--- config.mk ---
export PLATFORM = sky130hd
export DESIGN_NAME = link_reconnect_retry_controller_flat
export DESIGN_NICKNAME = d
export VERILOG_FILES = /design/src/rtl/lrrc_pkg.sv /design/src/rtl/lrrc_in_if.sv /design/src/rtl/lrrc_out_if.sv /design/src/rtl/lrrc_step.sv /design/src/rtl/link_reconnect_retry_controller.sv /design/src/flat_wrapper.sv
export SDC_FILE = /design/constraint.sdc
export NUM_CORES = 1
export LEC_CHECK = 0
export ABC_AREA = 1
export BUFFER_PORTS_ARGS = -buffer_cell sky130_fd_sc_hd__buf_4
export CAP_MARGIN = 40
export CORE_MARGIN = 2
export CORE_UTILIZATION = 64
export CTS_BUF_LIST = sky130_fd_sc_hd__clkbuf_4 sky130_fd_sc_hd__clkbuf_8 sky130_fd_sc_hd__clkbuf_16
export DETAILED_ROUTE_END_ITERATION = 6
export PLACE_DENSITY = 0.87
export REMOVE_ABC_BUFFERS = 1
export SLEW_MARGIN = 5
export SYNTH_ARGS = -nofsm -noshare
export SYNTH_HDL_FRONTEND = slang
export SYNTH_SLANG_ARGS = --single-unit
--- constraint.sdc ---
create_clock -name clk_i -period 6.01 [get_ports clk_i]
set_input_delay 1.202 -clock clk_i [delete_from_list [all_inputs] [get_ports clk_i]]
set_output_delay 1.202 -clock clk_i [all_outputs]
set_load 0.1 [all_outputs]
--- src/rtl/lrrc_pkg.sv ---
`timescale 1ns / 1ps
// ----------------------------------------------------------------------------
// Link reconnect retry controller package
// Shared types and register codes for the retry controller and its helpers.
// ----------------------------------------------------------------------------
package lrrc_pkg;

  localparam int unsigned NOW_W      = 32;
  localparam int unsigned COUNT_W    = 8;
  localparam int unsigned CFG_IDX_W  = 3;
  localparam int unsigned CFG_DATA_W = 16;

  // Configuration register indexes.
  localparam logic [CFG_IDX_W-1:0] CFG_STATION_MODE   = 3'd0;
  localparam logic [CFG_IDX_W-1:0] CFG_USE_DHCP       = 3'd1;
  localparam logic [CFG_IDX_W-1:0] CFG_CREDENTIALS    = 3'd2;
  localparam logic [CFG_IDX_W-1:0] CFG_ATTEMPT_WAIT   = 3'd3;
  localparam logic [CFG_IDX_W-1:0] CFG_ATTEMPT_LIMIT  = 3'd4;
  localparam logic [CFG_IDX_W-1:0] CFG_SERIES_WAIT    = 3'd5;

  // Reset values of the configuration registers.
  localparam logic [COUNT_W-1:0] ATTEMPT_WAIT_RST   = 8'd1;
  localparam logic [COUNT_W-1:0] ATTEMPT_LIMIT_RST  = 8'd30;
  localparam logic [15:0]        SERIES_WAIT_RST    = 16'd60;

  typedef struct packed {
    logic               station_mode;
    logic               use_dhcp;
    logic               credentials_set;
    logic [COUNT_W-1:0] attempt_limit;
  } lrrc_mode_t;

  typedef struct packed {
    logic               sleep_flag;
    logic [NOW_W-1:0]   sleep_start;
    logic               attempt_running;
    logic [NOW_W-1:0]   attempt_start;
    logic [COUNT_W-1:0] failed_attempts;
    logic               blink_running;
    logic [NOW_W-1:0]   blink_start;
    logic               was_down;
  } lrrc_state_t;

  typedef struct packed {
    logic               link_up;
    logic               connected_event;
    logic               start_connect;
    logic               disconnect_request;
    logic               reboot_to_setup;
    logic               led_toggle;
    logic               led_off;
    logic               sleeping;
    logic [COUNT_W-1:0] attempt_count;
  } lrrc_result_t;

endpackage

--- src/rtl/lrrc_in_if.sv ---
`timescale 1ns / 1ps
// ----------------------------------------------------------------------------
// Poll channel
// Valid/ready channel carrying one poll: time stamp and link status flags.
// ----------------------------------------------------------------------------
interface lrrc_in_if;
  logic        valid;
  logic        ready;
  logic [31:0] now_ms;
  logic        address_assigned;
  logic        station_associated;

  modport source (output valid, output now_ms, output address_assigned,
                  output station_associated, input ready);
  modport sink (input valid, input now_ms, input address_assigned,
                input station_associated, output ready);
endinterface

--- src/rtl/lrrc_out_if.sv ---
`timescale 1ns / 1ps
// ----------------------------------------------------------------------------
// Result channel
// Valid/ready channel carrying the requests and status of one poll.
// ----------------------------------------------------------------------------
interface lrrc_out_if;
  logic       valid;
  logic       ready;
  logic       link_up;
  logic       connected_event;
  logic       start_connect;
  logic       disconnect_request;
  logic       reboot_to_setup;
  logic       led_toggle;
  logic       led_off;
  logic       sleeping;
  logic [7:0] attempt_count;

  modport source (output valid, output link_up, output connected_event,
                  output start_connect, output disconnect_request,
                  output reboot_to_setup, output led_toggle, output led_off,
                  output sleeping, output attempt_count, input ready);
  modport sink (input valid, input link_up, input connected_event,
                input start_connect, input disconnect_request,
                input reboot_to_setup, input led_toggle, input led_off,
                input sleeping, input attempt_count, output ready);
endinterface

--- src/rtl/lrrc_step.sv ---
`timescale 1ns / 1ps
// ----------------------------------------------------------------------------
// Retry controller poll step
// Next state and result of one poll, from the current state and the poll.
// ----------------------------------------------------------------------------
module lrrc_step #(
  parameter int unsigned BLINK_PERIOD_MS = 500,
  parameter int unsigned ALIM_W          = 18,
  parameter int unsigned SLIM_W          = 26
) (
  input  lrrc_pkg::lrrc_mode_t   mode_i,
  input  logic [ALIM_W-1:0]      attempt_lim_i,
  input  logic [SLIM_W-1:0]      series_lim_i,
  input  logic [31:0]            now_ms_i,
  input  logic                   address_assigned_i,
  input  logic                   station_associated_i,
  input  lrrc_pkg::lrrc_state_t  state_i,
  output lrrc_pkg::lrrc_state_t  state_o,
  output lrrc_pkg::lrrc_result_t result_o
);
  import lrrc_pkg::*;

  logic             up;
  logic [NOW_W-1:0] sleep_elapsed;
  logic [NOW_W-1:0] blink_elapsed;
  logic [NOW_W-1:0] attempt_elapsed;

  assign up = mode_i.use_dhcp ? address_assigned_i : station_associated_i;

  always_comb begin
    lrrc_state_t  st;
    lrrc_result_t res;
    st  = state_i;
    res = '0;
    sleep_elapsed   = now_ms_i - state_i.sleep_start;
    blink_elapsed   = '0;
    attempt_elapsed = '0;
    if (mode_i.station_mode) begin
      if (!up) begin
        st.was_down = 1'b1;
        if (state_i.sleep_flag) begin
          if (64'(sleep_elapsed) >= 64'(series_lim_i)) begin
            st.sleep_flag = 1'b0;
          end
        end else begin
          if (!st.attempt_running) begin
            st.attempt_running = 1'b1;
            st.attempt_start   = now_ms_i;
            if (st.failed_attempts == '0) begin
              res.start_connect   = mode_i.credentials_set;
              res.reboot_to_setup = !mode_i.credentials_set;
            end
          end
          if (!st.blink_running) begin
            st.blink_running = 1'b1;
            st.blink_start   = now_ms_i;
          end
          blink_elapsed   = now_ms_i - st.blink_start;
          attempt_elapsed = now_ms_i - st.attempt_start;
          if (64'(blink_elapsed) > 64'(BLINK_PERIOD_MS)) begin
            res.led_toggle   = 1'b1;
            st.blink_running = 1'b0;
          end
          if (64'(attempt_elapsed) > 64'(attempt_lim_i)) begin
            st.failed_attempts = st.failed_attempts + COUNT_W'(1);
            st.attempt_running = 1'b0;
          end
          // A finished series drops the link and starts the sleep period.
          if (st.failed_attempts == mode_i.attempt_limit) begin
            st.sleep_flag          = 1'b1;
            st.sleep_start         = now_ms_i;
            st.attempt_running     = 1'b0;
            st.blink_running       = 1'b0;
            st.failed_attempts     = '0;
            res.disconnect_request = 1'b1;
            res.led_off            = 1'b1;
          end
        end
      end else begin
        if (st.was_down) begin
          res.connected_event = 1'b1;
          st.was_down         = 1'b0;
        end
        if (st.failed_attempts != '0) begin
          st.failed_attempts = '0;
          st.attempt_running = 1'b0;
          st.blink_running   = 1'b0;
          res.led_off        = 1'b1;
        end
      end
    end
    res.link_up       = up;
    res.sleeping      = st.sleep_flag;
    res.attempt_count = st.failed_attempts;
    state_o  = st;
    result_o = res;
  end

endmodule

--- src/rtl/link_reconnect_retry_controller.sv ---
`timescale 1ns / 1ps
// ----------------------------------------------------------------------------
// Link reconnect retry controller
// Watches the link on every poll; in station mode drives connection attempts,
// LED blinking, failure counting, disconnect-and-sleep and the connected event.
// ----------------------------------------------------------------------------
//  Channel   Dir  Beat content
//  in_ch     in   now_ms, address_assigned, station_associated
//  out_ch    out  link_up, pulses, sleeping, attempt_count
//  cfg       in   cfg_we_i, cfg_index_i, cfg_data_i (write only)
//
//  A poll beat is registered, evaluated against the state and lands in the
//  output register; while the output is taken, one poll per cycle is sustained.
//  The state registers update when a poll moves into the output register. Reset
//  sets was_down, clears the rest of the state and the valid flags and loads
//  the register defaults. A stalled output holds one result and one more poll
//  in the input register; ready drops only when both are full.
// ----------------------------------------------------------------------------
module link_reconnect_retry_controller #(
  parameter int unsigned BLINK_PERIOD_MS  = 500,
  parameter int unsigned TICKS_PER_SECOND = 1000
) (
  input  logic                              clk_i,
  input  logic                              rst_ni,
  lrrc_in_if.sink                           in_ch,
  lrrc_out_if.source                        out_ch,
  input  logic                              cfg_we_i,
  input  logic [lrrc_pkg::CFG_IDX_W-1:0]    cfg_index_i,
  input  logic [lrrc_pkg::CFG_DATA_W-1:0]   cfg_data_i
);
  import lrrc_pkg::*;

  localparam int unsigned TICK_W = $clog2(TICKS_PER_SECOND + 1);
  localparam int unsigned ALIM_W = COUNT_W + TICK_W;
  localparam int unsigned SLIM_W = 16 + TICK_W;
  localparam logic [ALIM_W-1:0] ALIM_RST =
    ALIM_W'(ATTEMPT_WAIT_RST) * ALIM_W'(TICKS_PER_SECOND);
  localparam logic [SLIM_W-1:0] SLIM_RST =
    SLIM_W'(SERIES_WAIT_RST) * SLIM_W'(TICKS_PER_SECOND);
  // The link is taken as down at start.
  localparam lrrc_state_t STATE_RST = '{was_down: 1'b1, default: '0};

  // Configuration; wait times are kept as tick limits.
  lrrc_mode_t        mode_q;
  logic [ALIM_W-1:0] attempt_lim_q;
  logic [SLIM_W-1:0] series_lim_q;

  always_ff @(posedge clk_i or negedge rst_ni) begin
    if (!rst_ni) begin
      mode_q.station_mode    <= 1'b0;
      mode_q.use_dhcp        <= 1'b1;
      mode_q.credentials_set <= 1'b0;
      mode_q.attempt_limit   <= ATTEMPT_LIMIT_RST;
      attempt_lim_q          <= ALIM_RST;
      series_lim_q           <= SLIM_RST;
    end else if (cfg_we_i) begin
      unique case (cfg_index_i)
        CFG_STATION_MODE:  mode_q.station_mode    <= cfg_data_i[0];
        CFG_USE_DHCP:      mode_q.use_dhcp        <= cfg_data_i[0];
        CFG_CREDENTIALS:   mode_q.credentials_set <= cfg_data_i[0];
        CFG_ATTEMPT_WAIT:  attempt_lim_q <=
          ALIM_W'(cfg_data_i[COUNT_W-1:0]) * ALIM_W'(TICKS_PER_SECOND);
        CFG_ATTEMPT_LIMIT: mode_q.attempt_limit   <= cfg_data_i[COUNT_W-1:0];
        CFG_SERIES_WAIT:   series_lim_q <=
          SLIM_W'(cfg_data_i) * SLIM_W'(TICKS_PER_SECOND);
        default: ;
      endcase
    end
  end

  // Input register.
  logic             s1_valid_q;
  logic [NOW_W-1:0] s1_now_q;
  logic             s1_addr_q;
  logic             s1_assoc_q;
  logic             out_valid_q;
  lrrc_result_t     out_q;
  logic             out_free;
  logic             s1_move;
  logic             in_take;

  assign out_free     = !out_valid_q || out_ch.ready;
  assign s1_move      = s1_valid_q && out_free;
  assign in_ch.ready  = !s1_valid_q || out_free;
  assign in_take      = in_ch.valid && in_ch.ready;

  always_ff @(posedge clk_i or negedge rst_ni) begin
    if (!rst_ni) begin
      s1_valid_q <= 1'b0;
    end else if (in_ch.ready) begin
      s1_valid_q <= in_ch.valid;
    end
  end

  always_ff @(posedge clk_i) begin
    if (in_take) begin
      s1_now_q   <= in_ch.now_ms;
      s1_addr_q  <= in_ch.address_assigned;
      s1_assoc_q <= in_ch.station_associated;
    end
  end

  // Controller state.
  lrrc_state_t  state_q;
  lrrc_state_t  state_d;
  lrrc_result_t result_d;

  lrrc_step #(
    .BLINK_PERIOD_MS (BLINK_PERIOD_MS),
    .ALIM_W          (ALIM_W),
    .SLIM_W          (SLIM_W)
  ) u_step (
    .mode_i               (mode_q),
    .attempt_lim_i        (attempt_lim_q),
    .series_lim_i         (series_lim_q),
    .now_ms_i             (s1_now_q),
    .address_assigned_i   (s1_addr_q),
    .station_associated_i (s1_assoc_q),
    .state_i              (state_q),
    .state_o              (state_d),
    .result_o             (result_d)
  );

  always_ff @(posedge clk_i or negedge rst_ni) begin
    if (!rst_ni) begin
      state_q <= STATE_RST;
    end else if (s1_move) begin
      state_q <= state_d;
    end
  end

  // Output register.
  always_ff @(posedge clk_i or negedge rst_ni) begin
    if (!rst_ni) begin
      out_valid_q <= 1'b0;
    end else if (out_free) begin
      out_valid_q <= s1_valid_q;
    end
  end

  always_ff @(posedge clk_i) begin
    if (s1_move) begin
      out_q <= result_d;
    end
  end

  assign out_ch.valid              = out_valid_q;
  assign out_ch.link_up            = out_q.link_up;
  assign out_ch.connected_event    = out_q.connected_event;
  assign out_ch.start_connect      = out_q.start_connect;
  assign out_ch.disconnect_request = out_q.disconnect_request;
  assign out_ch.reboot_to_setup    = out_q.reboot_to_setup;
  assign out_ch.led_toggle         = out_q.led_toggle;
  assign out_ch.led_off            = out_q.led_off;
  assign out_ch.sleeping           = out_q.sleeping;
  assign out_ch.attempt_count      = out_q.attempt_count;

endmodule

--- src/flat_wrapper.sv ---
// flat-port wrapper written by rule: the top's interface ports become plain ports
module link_reconnect_retry_controller_flat import lrrc_pkg::*;
#(
  parameter int unsigned BLINK_PERIOD_MS  = 500,
  parameter int unsigned TICKS_PER_SECOND = 1000
)
  (clk_i, rst_ni, cfg_we_i, cfg_index_i, cfg_data_i, in_ch_valid, in_ch_now_ms, in_ch_address_assigned, in_ch_station_associated, in_ch_ready, out_ch_valid, out_ch_link_up, out_ch_connected_event, out_ch_start_connect, out_ch_disconnect_request, out_ch_reboot_to_setup, out_ch_led_toggle, out_ch_led_off, out_ch_sleeping, out_ch_attempt_count, out_ch_ready);
  lrrc_in_if in_ch_i ();
  lrrc_out_if out_ch_i ();
  input  logic clk_i;
  input  logic rst_ni;
  input  logic cfg_we_i;
  input  logic [lrrc_pkg::CFG_IDX_W-1:0] cfg_index_i;
  input  logic [lrrc_pkg::CFG_DATA_W-1:0] cfg_data_i;
  input wire logic [$bits(in_ch_i.valid)-1:0] in_ch_valid;
  input wire logic [$bits(in_ch_i.now_ms)-1:0] in_ch_now_ms;
  input wire logic [$bits(in_ch_i.address_assigned)-1:0] in_ch_address_assigned;
  input wire logic [$bits(in_ch_i.station_associated)-1:0] in_ch_station_associated;
  output wire logic [$bits(in_ch_i.ready)-1:0] in_ch_ready;
  output wire logic [$bits(out_ch_i.valid)-1:0] out_ch_valid;
  output wire logic [$bits(out_ch_i.link_up)-1:0] out_ch_link_up;
  output wire logic [$bits(out_ch_i.connected_event)-1:0] out_ch_connected_event;
  output wire logic [$bits(out_ch_i.start_connect)-1:0] out_ch_start_connect;
  output wire logic [$bits(out_ch_i.disconnect_request)-1:0] out_ch_disconnect_request;
  output wire logic [$bits(out_ch_i.reboot_to_setup)-1:0] out_ch_reboot_to_setup;
  output wire logic [$bits(out_ch_i.led_toggle)-1:0] out_ch_led_toggle;
  output wire logic [$bits(out_ch_i.led_off)-1:0] out_ch_led_off;
  output wire logic [$bits(out_ch_i.sleeping)-1:0] out_ch_sleeping;
  output wire logic [$bits(out_ch_i.attempt_count)-1:0] out_ch_attempt_count;
  input wire logic [$bits(out_ch_i.ready)-1:0] out_ch_ready;
  assign in_ch_i.valid = in_ch_valid;
  assign in_ch_i.now_ms = in_ch_now_ms;
  assign in_ch_i.address_assigned = in_ch_address_assigned;
  assign in_ch_i.station_associated = in_ch_station_associated;
  assign in_ch_ready = in_ch_i.ready;
  assign out_ch_valid = out_ch_i.valid;
  assign out_ch_link_up = out_ch_i.link_up;
  assign out_ch_connected_event = out_ch_i.connected_event;
  assign out_ch_start_connect = out_ch_i.start_connect;
  assign out_ch_disconnect_request = out_ch_i.disconnect_request;
  assign out_ch_reboot_to_setup = out_ch_i.reboot_to_setup;
  assign out_ch_led_toggle = out_ch_i.led_toggle;
  assign out_ch_led_off = out_ch_i.led_off;
  assign out_ch_sleeping = out_ch_i.sleeping;
  assign out_ch_attempt_count = out_ch_i.attempt_count;
  assign out_ch_i.ready = out_ch_ready;
  link_reconnect_retry_controller #(.BLINK_PERIOD_MS(BLINK_PERIOD_MS), .TICKS_PER_SECOND(TICKS_PER_SECOND)) u_core (.clk_i(clk_i), .rst_ni(rst_ni), .in_ch(in_ch_i), .out_ch(out_ch_i), .cfg_we_i(cfg_we_i), .cfg_index_i(cfg_index_i), .cfg_data_i(cfg_data_i));
endmodule
==> impl_metrics.json, run 1 <==
{
  "synth_area_um2": 18800,
  "n_antenna_cell": 0,
  "crit_path_max_incr_delay_ns": 0.42,
  "grt_pass1_vias": 17016,
  "required_ns": 6.44,
  "dp_slack_ns": 0.0935,
  "numCtsBuffers": 26,
  "die_h_um": 175,
  "postLayoutCoreUtil": 0.722,
  "antenna_left": 0,
  "slew_viol_final": 0,
  "fillers": 2312,
  "routed_wirelength_um": 56000,
  "cpMostUsedCell": "nand2_1",
  "drt_first_pass_iters": 6,
  "finalHoldWorstSlack_ns": 0.481,
  "place_hpwl_um": 44300,
  "gr-max-usage-layer": "met2",
  "synth_fa_ha_area_frac": 0.201,
  "gp_congestion": 0.966,
  "place_inst": 3011,
  "synthSimpleGateAreaFrac": 0.239,
  "cts_resized": 0,
  "ir_drop_uv": 325,
  "path_max_fanout": 36,
  "synth_top_family_by_area": "simple AND/OR/NAND/NOR gates",
  "clock.fmax_mhz": 182,
  "hold_path.startpoint": "u_core.state_q[73]",
  "globalRouteTotalUtil": 0.366,
  "muxShareOfSynthArea": 0.000599,
  "drive_gt1_frac": 0.0770,
  "grt_max_degree": 108,
  "power.leakage_nw": 11.0,
  "grt_pass1_wl_um": 89400,
  "worst_pin_slew_ns": 0.878,
  "cp-start-kind": "register",
  "port_buffers": 75,
  "clk_pin_slew_worst_paths_ns": 0.06,
  "wire_per_inst_um": 18.3,
  "yosys_warnings": 0,
  "die_area_um2": 30800,
  "htreeDepth": 1,
  "synth_flop_cell": "dfrtp_1",
  "design_area_um2": 20800,
  "dr_total_vias": 17666,
  "hold_path_end": "u_core.state_q[73]",
  "met3_usage": 0.0398,
  "cts.path.max_buffers": 3,
  "avgSynthCellArea_um2": 7.31,
  "end_kind": "register",
  "antenna_found_initial": 0,
  "dpl_cell_area_um2": 19900,
  "cts_root_buf": "clkbuf_16",
  "synth-edff-count": 50,
  "hold_depth": 2,
  "fin_crit_sh": 0.914,
  "cts_setup_buffers": 0,
  "die_x_um": 175,
  "netlist_instances": 2572,
  "hold_path_class": "register to register",
  "grt_overflow": 0,
  "rr_worst_depth": 38,
  "power_density_nw_per_um2": 355,
  "finalCriticalPeriod_ns": 5.49,
  "final_cell_mix": "720 x nand2_1, 410 x inv_1, 217 x o21ai_0",
  "cp_data_arrival_time_ns": 5.92,
  "core.rowCount": 62,
  "met1_usage": 0.517,
  "postCtsHoldBufs": 0,
  "drt_iter0_drc": 1777,
  "ys_ff_latch": 209,
  "relSlewSlack": 0.413,
  "start_util": 0.653,
  "grt_use_met2": 0.585,
  "synthArstFlopShare": 0.761,
  "nets": 2979,
  "cts.sinks": 209,
  "max_cap_viol_count": 0,
  "area_delta_synth_final_pct": 10.6,
  "grt_setup_unrepaired": "no",
  "fin_skew_ns": 0.0102,
  "seq_area_frac_synth": 0.293,
  "status": "complete, no violations",
  "drc": 0,
  "final_common_cell": "nand2_1",
  "yosys.area_share.xor_xnor": 0.0415,
  "hold_viol": 0,
  "vias_per_cell": 5.78,
  "core_um2": 28800,
  "fin_ws_ns": 0.516,
  "setup_violations": 0,
  "num_io_pins": 76,
  "slowest_stage": "dfrtp_1",
  "critPathKind": "register to register",
  "fin_cells": 3059,
  "synth_compound_area_frac": 0.128,
  "r2r_slack_ns": 0.52,
  "r2r-end": "u_core.state_q[78]",
  "reg2reg_from": "u_core.state_q[74]",
  "synth_cell_types": 51,
  "clock_latency_ns": 0.54,
  "power.total_mw": 7.39,
  "tns_ns": 0,
  "cts_tree": "done"
}
-- layout make-up --
cell class                      instances  area, um2  area share
Clock inverter                         13        146     0.00704
Multi-Input combinational cell       1888      11500       0.552
Sequential cell                       209       5500       0.265
Tap cell                              384        480      0.0231
Inverter                              429       1610      0.0775
Timing Repair Buffer                  101        820      0.0394
Clock buffer                           35        748      0.0360
-- power breakdown --
part	switching, mW	internal, mW	leakage (nW)
Combinational	2.31	1.30	8.22
Sequential	0.238	1.89	2.32
Clock	0.651	1.00	0.446
Total	3.20	4.19	11.0
-- worst max-delay path: cells and delay by family, from the launching register on --
family                   cells  cell delay [ns]
AND/OR/NAND/NOR             25             2.72
adder cells (fa/ha/maj)      2             0.66
flip-flops                   1             0.42
AO/OA/AOI/OAI                1             0.15
buffers and inverters        9             1.18
XOR/XNOR                     1             0.18
-- Yosys cell counts (all sizes together) (3+ instances only) --
library cell	number	area, um2
nand2	722	2720
inv	427	1600
o21ai	229	1150
ha	206	2580
a21oi	159	800
nor2	152	608
dfrtp	140	3500
nand3	101	516
fa	60	1200
xor2	56	490
nand4	55	344
edfxtp	50	1500
clkbuf	39	146
xnor2	33	289
nor3	25	135
dfstp	19	499
a31oi	9	56.3
o21bai	9	67.6
a21boi	7	52.6
buf	7	62.6
o211ai	7	52.6
a21o	6	45.0
and2	6	37.5
nand3b	6	45.0
nor4	6	37.5
o31ai	6	45.0
o21a	5	37.5
o22ai	4	25.0
or2	4	25.0
nor3b	3	22.5
-- worst max path at each step --
stage / slack, ns / end / from / cells past startpoint
after floorplan: 0.50 / u_core.series_lim_q[25] / cfg_data_i[0] / 23
after global placement: 0.27 / u_core.series_lim_q[25] / cfg_data_i[0] / 24
after CTS: 0.62 / u_core.state_q[78] / u_core.state_q[74] / 37
after detailed placement: 0.09 / u_core.series_lim_q[25] / cfg_data_i[0] / 23
after global routing: 0.04 / u_core.state_q[78] / u_core.state_q[74] / 37
final: 0.52 / u_core.state_q[78] / u_core.state_q[74] / 38
-- per-layer routing --
metal / vias to the layer above / wire length [um]
li1: 8520 / -
met2: 733 / 25000
met5: - / 0
met4: 0 / 2340
met1: 8269 / 24900
met3: 144 / 3730
-- sequential cells by signal, summed over array words and instances, names as in the netlist, 8 cells and up --
| name | count |
|---|---|
| u_core.attempt_lim_q | 15 |
| u_core.s1_now_q | 32 |
| u_core.state_q | 108 |
| u_core.out_ch.attempt_count | 8 |
| u_core.series_lim_q | 23 |
| u_core.mode_q | 11 |
-- kinds of logic (layout without fill, tap and decap cells) --
family / after synthesis / count (layout)
mux: 1 / 1
compound gates: 451 / 451
flops: 209 / 209
fa+ha+maj: 266 / 266
xor+xnor: 89 / 89
simple gates: 1081 / 1081
buf+inv: 475 / 578
Power figures use the tool's default switching activity.
==> inputs of run 2 (changes only) <==
==> constraint.sdc (replaced) <==
create_clock -name clk_i -period 5.3 [get_ports clk_i]
set_input_delay 1.06 -clock clk_i [delete_from_list [all_inputs] [get_ports clk_i]]
set_output_delay 1.06 -clock clk_i [all_outputs]
set_load 0.1 [all_outputs]
==> run 2 against run 1 <==
Fmax increased by 4.4%. Clock power about the same. Die area unchanged. Total power increased by 18%. Largest cell class unchanged. Final cell count increased by 2.8%. Critical endpoint is now u_core.state_q[81]. Combinational power increased by 29%. Critical path type unchanged. Utilization increased by 3.9 points. Critical path depth unchanged. Via count increased by 5.9%.
==> impl_metrics.json, run 2 (same netlist as run 1, synthesis figures left out) <==
{
  "required_ns": 5.78,
  "final_common_cell": "nand2_1",
  "dr_total_vias": 18712,
  "start_util": 0.653,
  "finalHoldWorstSlack_ns": 0.294,
  "fillers": 2090,
  "grt_pass1_wl_um": 91600,
  "path_max_fanout": 6,
  "top_regs": "u_core.state_q x108, u_core.s1_now_q x32, u_core.series_lim_q x23",
  "die_area_um2": 30800,
  "grt_max_degree": 106,
  "ir_drop_uv": 331,
  "power_density_nw_per_um2": 397,
  "worst_pin_slew_ns": 0.917,
  "cts.path.max_buffers": 3,
  "place_hpwl_um": 45100,
  "drt_iter0_drc": 2063,
  "fin_skew_ns": 0.0268,
  "grt_setup_unrepaired": "yes",
  "antenna_left": 0,
  "clock.fmax_mhz": 190,
  "finalCriticalPeriod_ns": 5.27,
  "core_um2": 28800,
  "top_register": "u_core.state_q",
  "drc": 0,
  "grt_overflow": 0,
  "cts_tree": "done",
  "final_cell_mix": "684 x nand2_1, 408 x inv_1, 199 x o21ai_0",
  "n_antenna_cell": 0,
  "power.leakage_nw": 11.5,
  "cp-start-kind": "register",
  "drive_gt1_frac": 0.137,
  "cp_data_arrival_time_ns": 5.75,
  "clk_pin_slew_worst_paths_ns": 0.06,
  "core.rowCount": 62,
  "grt_pass1_vias": 17537,
  "area_delta_synth_final_pct": 16.5,
  "relSlewSlack": 0.381,
  "r2r_slack_ns": 0.03,
  "numCtsBuffers": 25,
  "port_buffers": 75,
  "nets": 3067,
  "fin_crit_sh": 0.993,
  "clock_latency_ns": 0.55,
  "hold_viol": 0,
  "hold_path_class": "input port to async pin",
  "end_kind": "register",
  "setup_violations": 0,
  "gp_congestion": 0.965,
  "crit_path_max_incr_delay_ns": 0.41,
  "place_inst": 3071,
  "critPathKind": "register to register",
  "die_x_um": 175,
  "antenna_found_initial": 0,
  "slew_viol_final": 0,
  "max_cap_viol_count": 0,
  "die_h_um": 175,
  "cts_root_buf": "clkbuf_16",
  "wire_per_inst_um": 19.2,
  "drt_first_pass_iters": 6,
  "status": "complete, no violations",
  "cpMostUsedCell": "nand2_1",
  "routed_wirelength_um": 60500,
  "htreeDepth": 1,
  "cts.sinks": 209,
  "globalRouteTotalUtil": 0.374,
  "largest_register_ffs": 108,
  "fin_cells": 3146,
  "vias_per_cell": 5.95,
  "slowest_stage": "dfrtp_1",
  "num_io_pins": 76
}
[run 2: cell count changes in the layout (fill, tap and decap cells not counted), sizes merged]
cell    before  now
clkinv      11   13
bufinv       3    0
clkbuf      35   39
buf        101  185
[run 2: path summary, 6_finish.rpt]
path | start | to | cells after the start
hold reg to reg | u_core.state_q[73] | u_core.state_q[73] | 2
setup / recovery | u_core.state_q[74] | u_core.state_q[81] | 38
max in group asynchronous | rst_ni | u_core.series_lim_q[5] | 3
min in group clk_i | u_core.state_q[73] | u_core.state_q[73] | 2
hold / removal | rst_ni | u_core.state_q[32] | 1
setup reg to reg | u_core.state_q[74] | u_core.state_q[81] | 38
[run 2: where the power goes]
group | switching, mW | total (mW) | leakage, nW | internal [mW]
Sequential | 0.276 | 2.42 | 2.32 | 2.15
Combinational | 2.86 | 4.63 | 8.76 | 1.77
Clock | 0.711 | 1.64 | 0.387 | 0.928
Total | 3.85 | 8.69 | 11.5 | 4.84
[run 2: critical path: cells and delay by family, from the launching register on]
family	cells	cell delay, ns
fa+ha+maj	2	0.58
xor+xnor	1	0.14
simple gates	28	2.86
compound gates	1	0.27
flops	1	0.41
buf+inv	6	0.94
[run 2: area by class of cell]
class | count | area, um2 | share of cell area
clock buffer | 34 | 699 | 0.0319
sequential | 209 | 5500 | 0.251
multi-input combinational | 1888 | 11900 | 0.543
inverter | 429 | 1620 | 0.0738
timing repair buffer | 190 | 1640 | 0.0751
clock inverter | 12 | 73.8 | 0.00337
tap | 384 | 480 | 0.0219
[run 2: what timing repair did]
item                                    CTS  global route
pin swaps                                 0            26
hold endpoints to repair                  0             0
endpoints found under the setup margin    1            57
setup buffers                             0            19
hold buffers                              0             0
gates cloned                              0             9
resized for setup                         1           127
[run 2: per-stage QoR]
stage / utilization / TNS (ns) / cell area [um2] / power [mW] / setup slack [ns]
after CTS: 0.734 / 0 / 21100 / 8.41 / 0.0267
after detailed placement: 0.708 / -1.43 / 20400 / 6.71 / -0.403
after global placement: 0.706 / -0.187 / 20300 / 6.47 / -0.156
after floorplan: - / -5.88 / 18600 / 5.27 / -0.182
final: 0.761 / 0 / 21900 / 8.69 / 0.0347
after global routing: 0.761 / -1.54 / 21900 / 9.27 / -0.108
[run 2: routing by layer]
layer	routed length [um]	up-vias	track usage	share of wire
met3	5280	211	0.0448	0.087
met2	26900	1003	0.605	0.44
li1	-	8702	-	-
met1	25300	8796	0.516	0.42
met5	0	-	0	0
met4	2950	0	0.146	0.049
==> inputs of run 3 (changes only) <==
--- a/config.mk
+++ b/config.mk
@@ -8,11 +8,12 @@
 export ABC_AREA = 1
 export BUFFER_PORTS_ARGS = -buffer_cell sky130_fd_sc_hd__buf_4
 export CAP_MARGIN = 40
+export CORE_ASPECT_RATIO = 0.6
 export CORE_MARGIN = 2
-export CORE_UTILIZATION = 64
+export CORE_UTILIZATION = 59
 export CTS_BUF_LIST = sky130_fd_sc_hd__clkbuf_4 sky130_fd_sc_hd__clkbuf_8 sky130_fd_sc_hd__clkbuf_16
 export DETAILED_ROUTE_END_ITERATION = 6
-export PLACE_DENSITY = 0.87
+export PLACE_DENSITY = 0.82
 export REMOVE_ABC_BUFFERS = 1
 export SLEW_MARGIN = 5
 export SYNTH_ARGS = -nofsm -noshare
==> run 3 against run 2 <==
The run now ends with DRC, setup timing left. Sequential power is 2% higher. Register-to-register slack worse by 0.23 ns. Fmax is 4.2% lower. First-iteration DRC count is 4.9% higher. Total power is 4.5% higher. Global-route usage is 1.9 points lower.
==> impl_metrics.json, run 3 (same netlist as run 1, synthesis figures left out) <==
{
  "cts_root_buf": "clkbuf_16",
  "finalCriticalPeriod_ns": 5.50,
  "die_area_um2": 33400,
  "cts.sinks": 209,
  "cpMostUsedCell": "nand2_1",
  "fin_crit_sh": 1.04,
  "clock.fmax_mhz": 182,
  "fin_ws_ns": -0.197,
  "rr_worst_depth": 41,
  "drive_gt1_frac": 0.188,
  "hold_path_end": "u_core.state_q[42]",
  "violations": "DRC, setup timing",
  "ir_drop_uv": 457,
  "antenna_left": 0,
  "required_ns": 5.78,
  "cts.path.max_buffers": 3,
  "clk_pin_slew_worst_paths_ns": 0.07,
  "dr_total_vias": 19097,
  "die_x_um": 234,
  "clock_latency_ns": 0.56,
  "top_regs": "u_core.state_q x108, u_core.s1_now_q x32, u_core.series_lim_q x23",
  "drt_iter0_drc": 2165,
  "status": "finished with violations",
  "start_util": 0.601,
  "tns_ns": -4.30,
  "hold_path.startpoint": "u_core.state_q[42]",
  "wire_per_inst_um": 19.9,
  "power.total_mw": 9.08,
  "finalHoldWorstSlack_ns": 0.477,
  "critPathKind": "register to register",
  "globalRouteTotalUtil": 0.355,
  "cts_tree": "done",
  "postCtsHoldBufs": 0,
  "final_cell_mix": "622 x nand2_1, 394 x inv_1, 222 x buf_4",
  "cp-start-kind": "register",
  "hold_viol": 0,
  "area_delta_synth_final_pct": 21.6,
  "reg2reg_from": "u_core.state_q[74]",
  "antenna_found_initial": 1,
  "hold_depth": 2,
  "die_h_um": 142,
  "place_hpwl_um": 46800,
  "cp_num_buf_inv": 7,
  "port_buffers": 75,
  "grt_pass1_vias": 17134,
  "crit_path_max_incr_delay_ns": 0.40,
  "final_common_cell": "nand2_1",
  "vias_per_cell": 5.92,
  "gp_congestion": 0.996,
  "nets": 3119,
  "path_max_fanout": 8,
  "r2r_slack_ns": -0.20,
  "slowest_stage": "dfrtp_1",
  "power_density_nw_per_um2": 397,
  "r2r-end": "u_core.state_q[82]",
  "path_delay_family": "simple AND/OR/NAND/NOR gates",
  "drc": 1,
  "setup_violations": 32,
  "fin_skew_ns": 0.0260,
  "hold_path_class": "register to register",
  "end_kind": "register",
  "power.leakage_nw": 11.8,
  "drt_first_pass_iters": 7,
  "numCtsBuffers": 23,
  "largest_register_ffs": 108,
  "top_register": "u_core.state_q",
  "n_antenna_cell": 0,
  "cp_data_arrival_time_ns": 5.98,
  "max_cap_viol_count": 0,
  "core.rowCount": 50,
  "relSlewSlack": 0.457,
  "worst_pin_slew_ns": 0.810,
  "grt_overflow": 0,
  "slew_viol_final": 0,
  "grt_pass1_wl_um": 92600,
  "cp_num_cells": 41,
  "grt_max_degree": 100,
  "routed_wirelength_um": 64300,
  "grt_setup_unrepaired": "yes",
  "htreeDepth": 1,
  "num_io_pins": 76,
  "core_um2": 31300
}
[run 3: area by class of cell]
cell class	instances	area (um2)
fillers	2389	8420
clock buffers	28	632
well taps	416	520
flip-flops and latches	209	5500
clock inverters	14	174
multi-input cells	1888	12300
inverters	429	1620
repair buffers	244	2090
[run 3: worst min-delay path, stage by stage (launching register included)]
cell,delay (ns)
dfrtp_1,0.35
nand2_1,0.05
nand2_1,0.04
[run 3: worst max path at each step]
| stage | start | endpoint |
|---|---|---|
| after floorplan | u_core.state_q[74] | u_core.state_q[100] |
| after global placement | cfg_data_i[0] | u_core.series_lim_q[25] |
| after detailed placement | cfg_data_i[5] | u_core.series_lim_q[25] |
| after CTS | u_core.state_q[74] | u_core.state_q[81] |
| after global routing | u_core.state_q[74] | u_core.state_q[82] |
| final | u_core.state_q[74] | u_core.state_q[82] |
[run 3: repair_timing]
item | CTS | global route
setup endpoints to repair | 0 | 55
gates resized for setup | 0 | 248
buffers inserted | 0 | 40
[run 3: per-layer routing]
metal | GRT usage | vias up | wire length (um) | share of wire
li1 | - | 8789 | - | -
met3 | 0.0651 | 168 | 6910 | 0.11
met2 | 0.508 | 1076 | 26200 | 0.41
met4 | 0.0602 | 0 | 1780 | 0.028
met5 | 0 | - | 0 | 0
met1 | 0.559 | 9064 | 29400 | 0.46
[run 3: where the power goes]
part           switching, mW  internal [mW]  leakage, nW
clock                  0.746           1.04        0.404
combinational           2.90           1.93         9.10
sequential             0.309           2.15         2.32
[run 3: through the flow]
stage	setup slack (ns)	cell area, um2	instances	util
finish	-0.197	22900	3228	0.731
global route	-0.429	22900	3228	0.731
CTS	0.00297	21500	3179	0.687
detailed placement	-0.361	20700	3137	0.662
global placement	-0.207	20600	3135	0.660
floorplan	-0.182	18600	2526	-
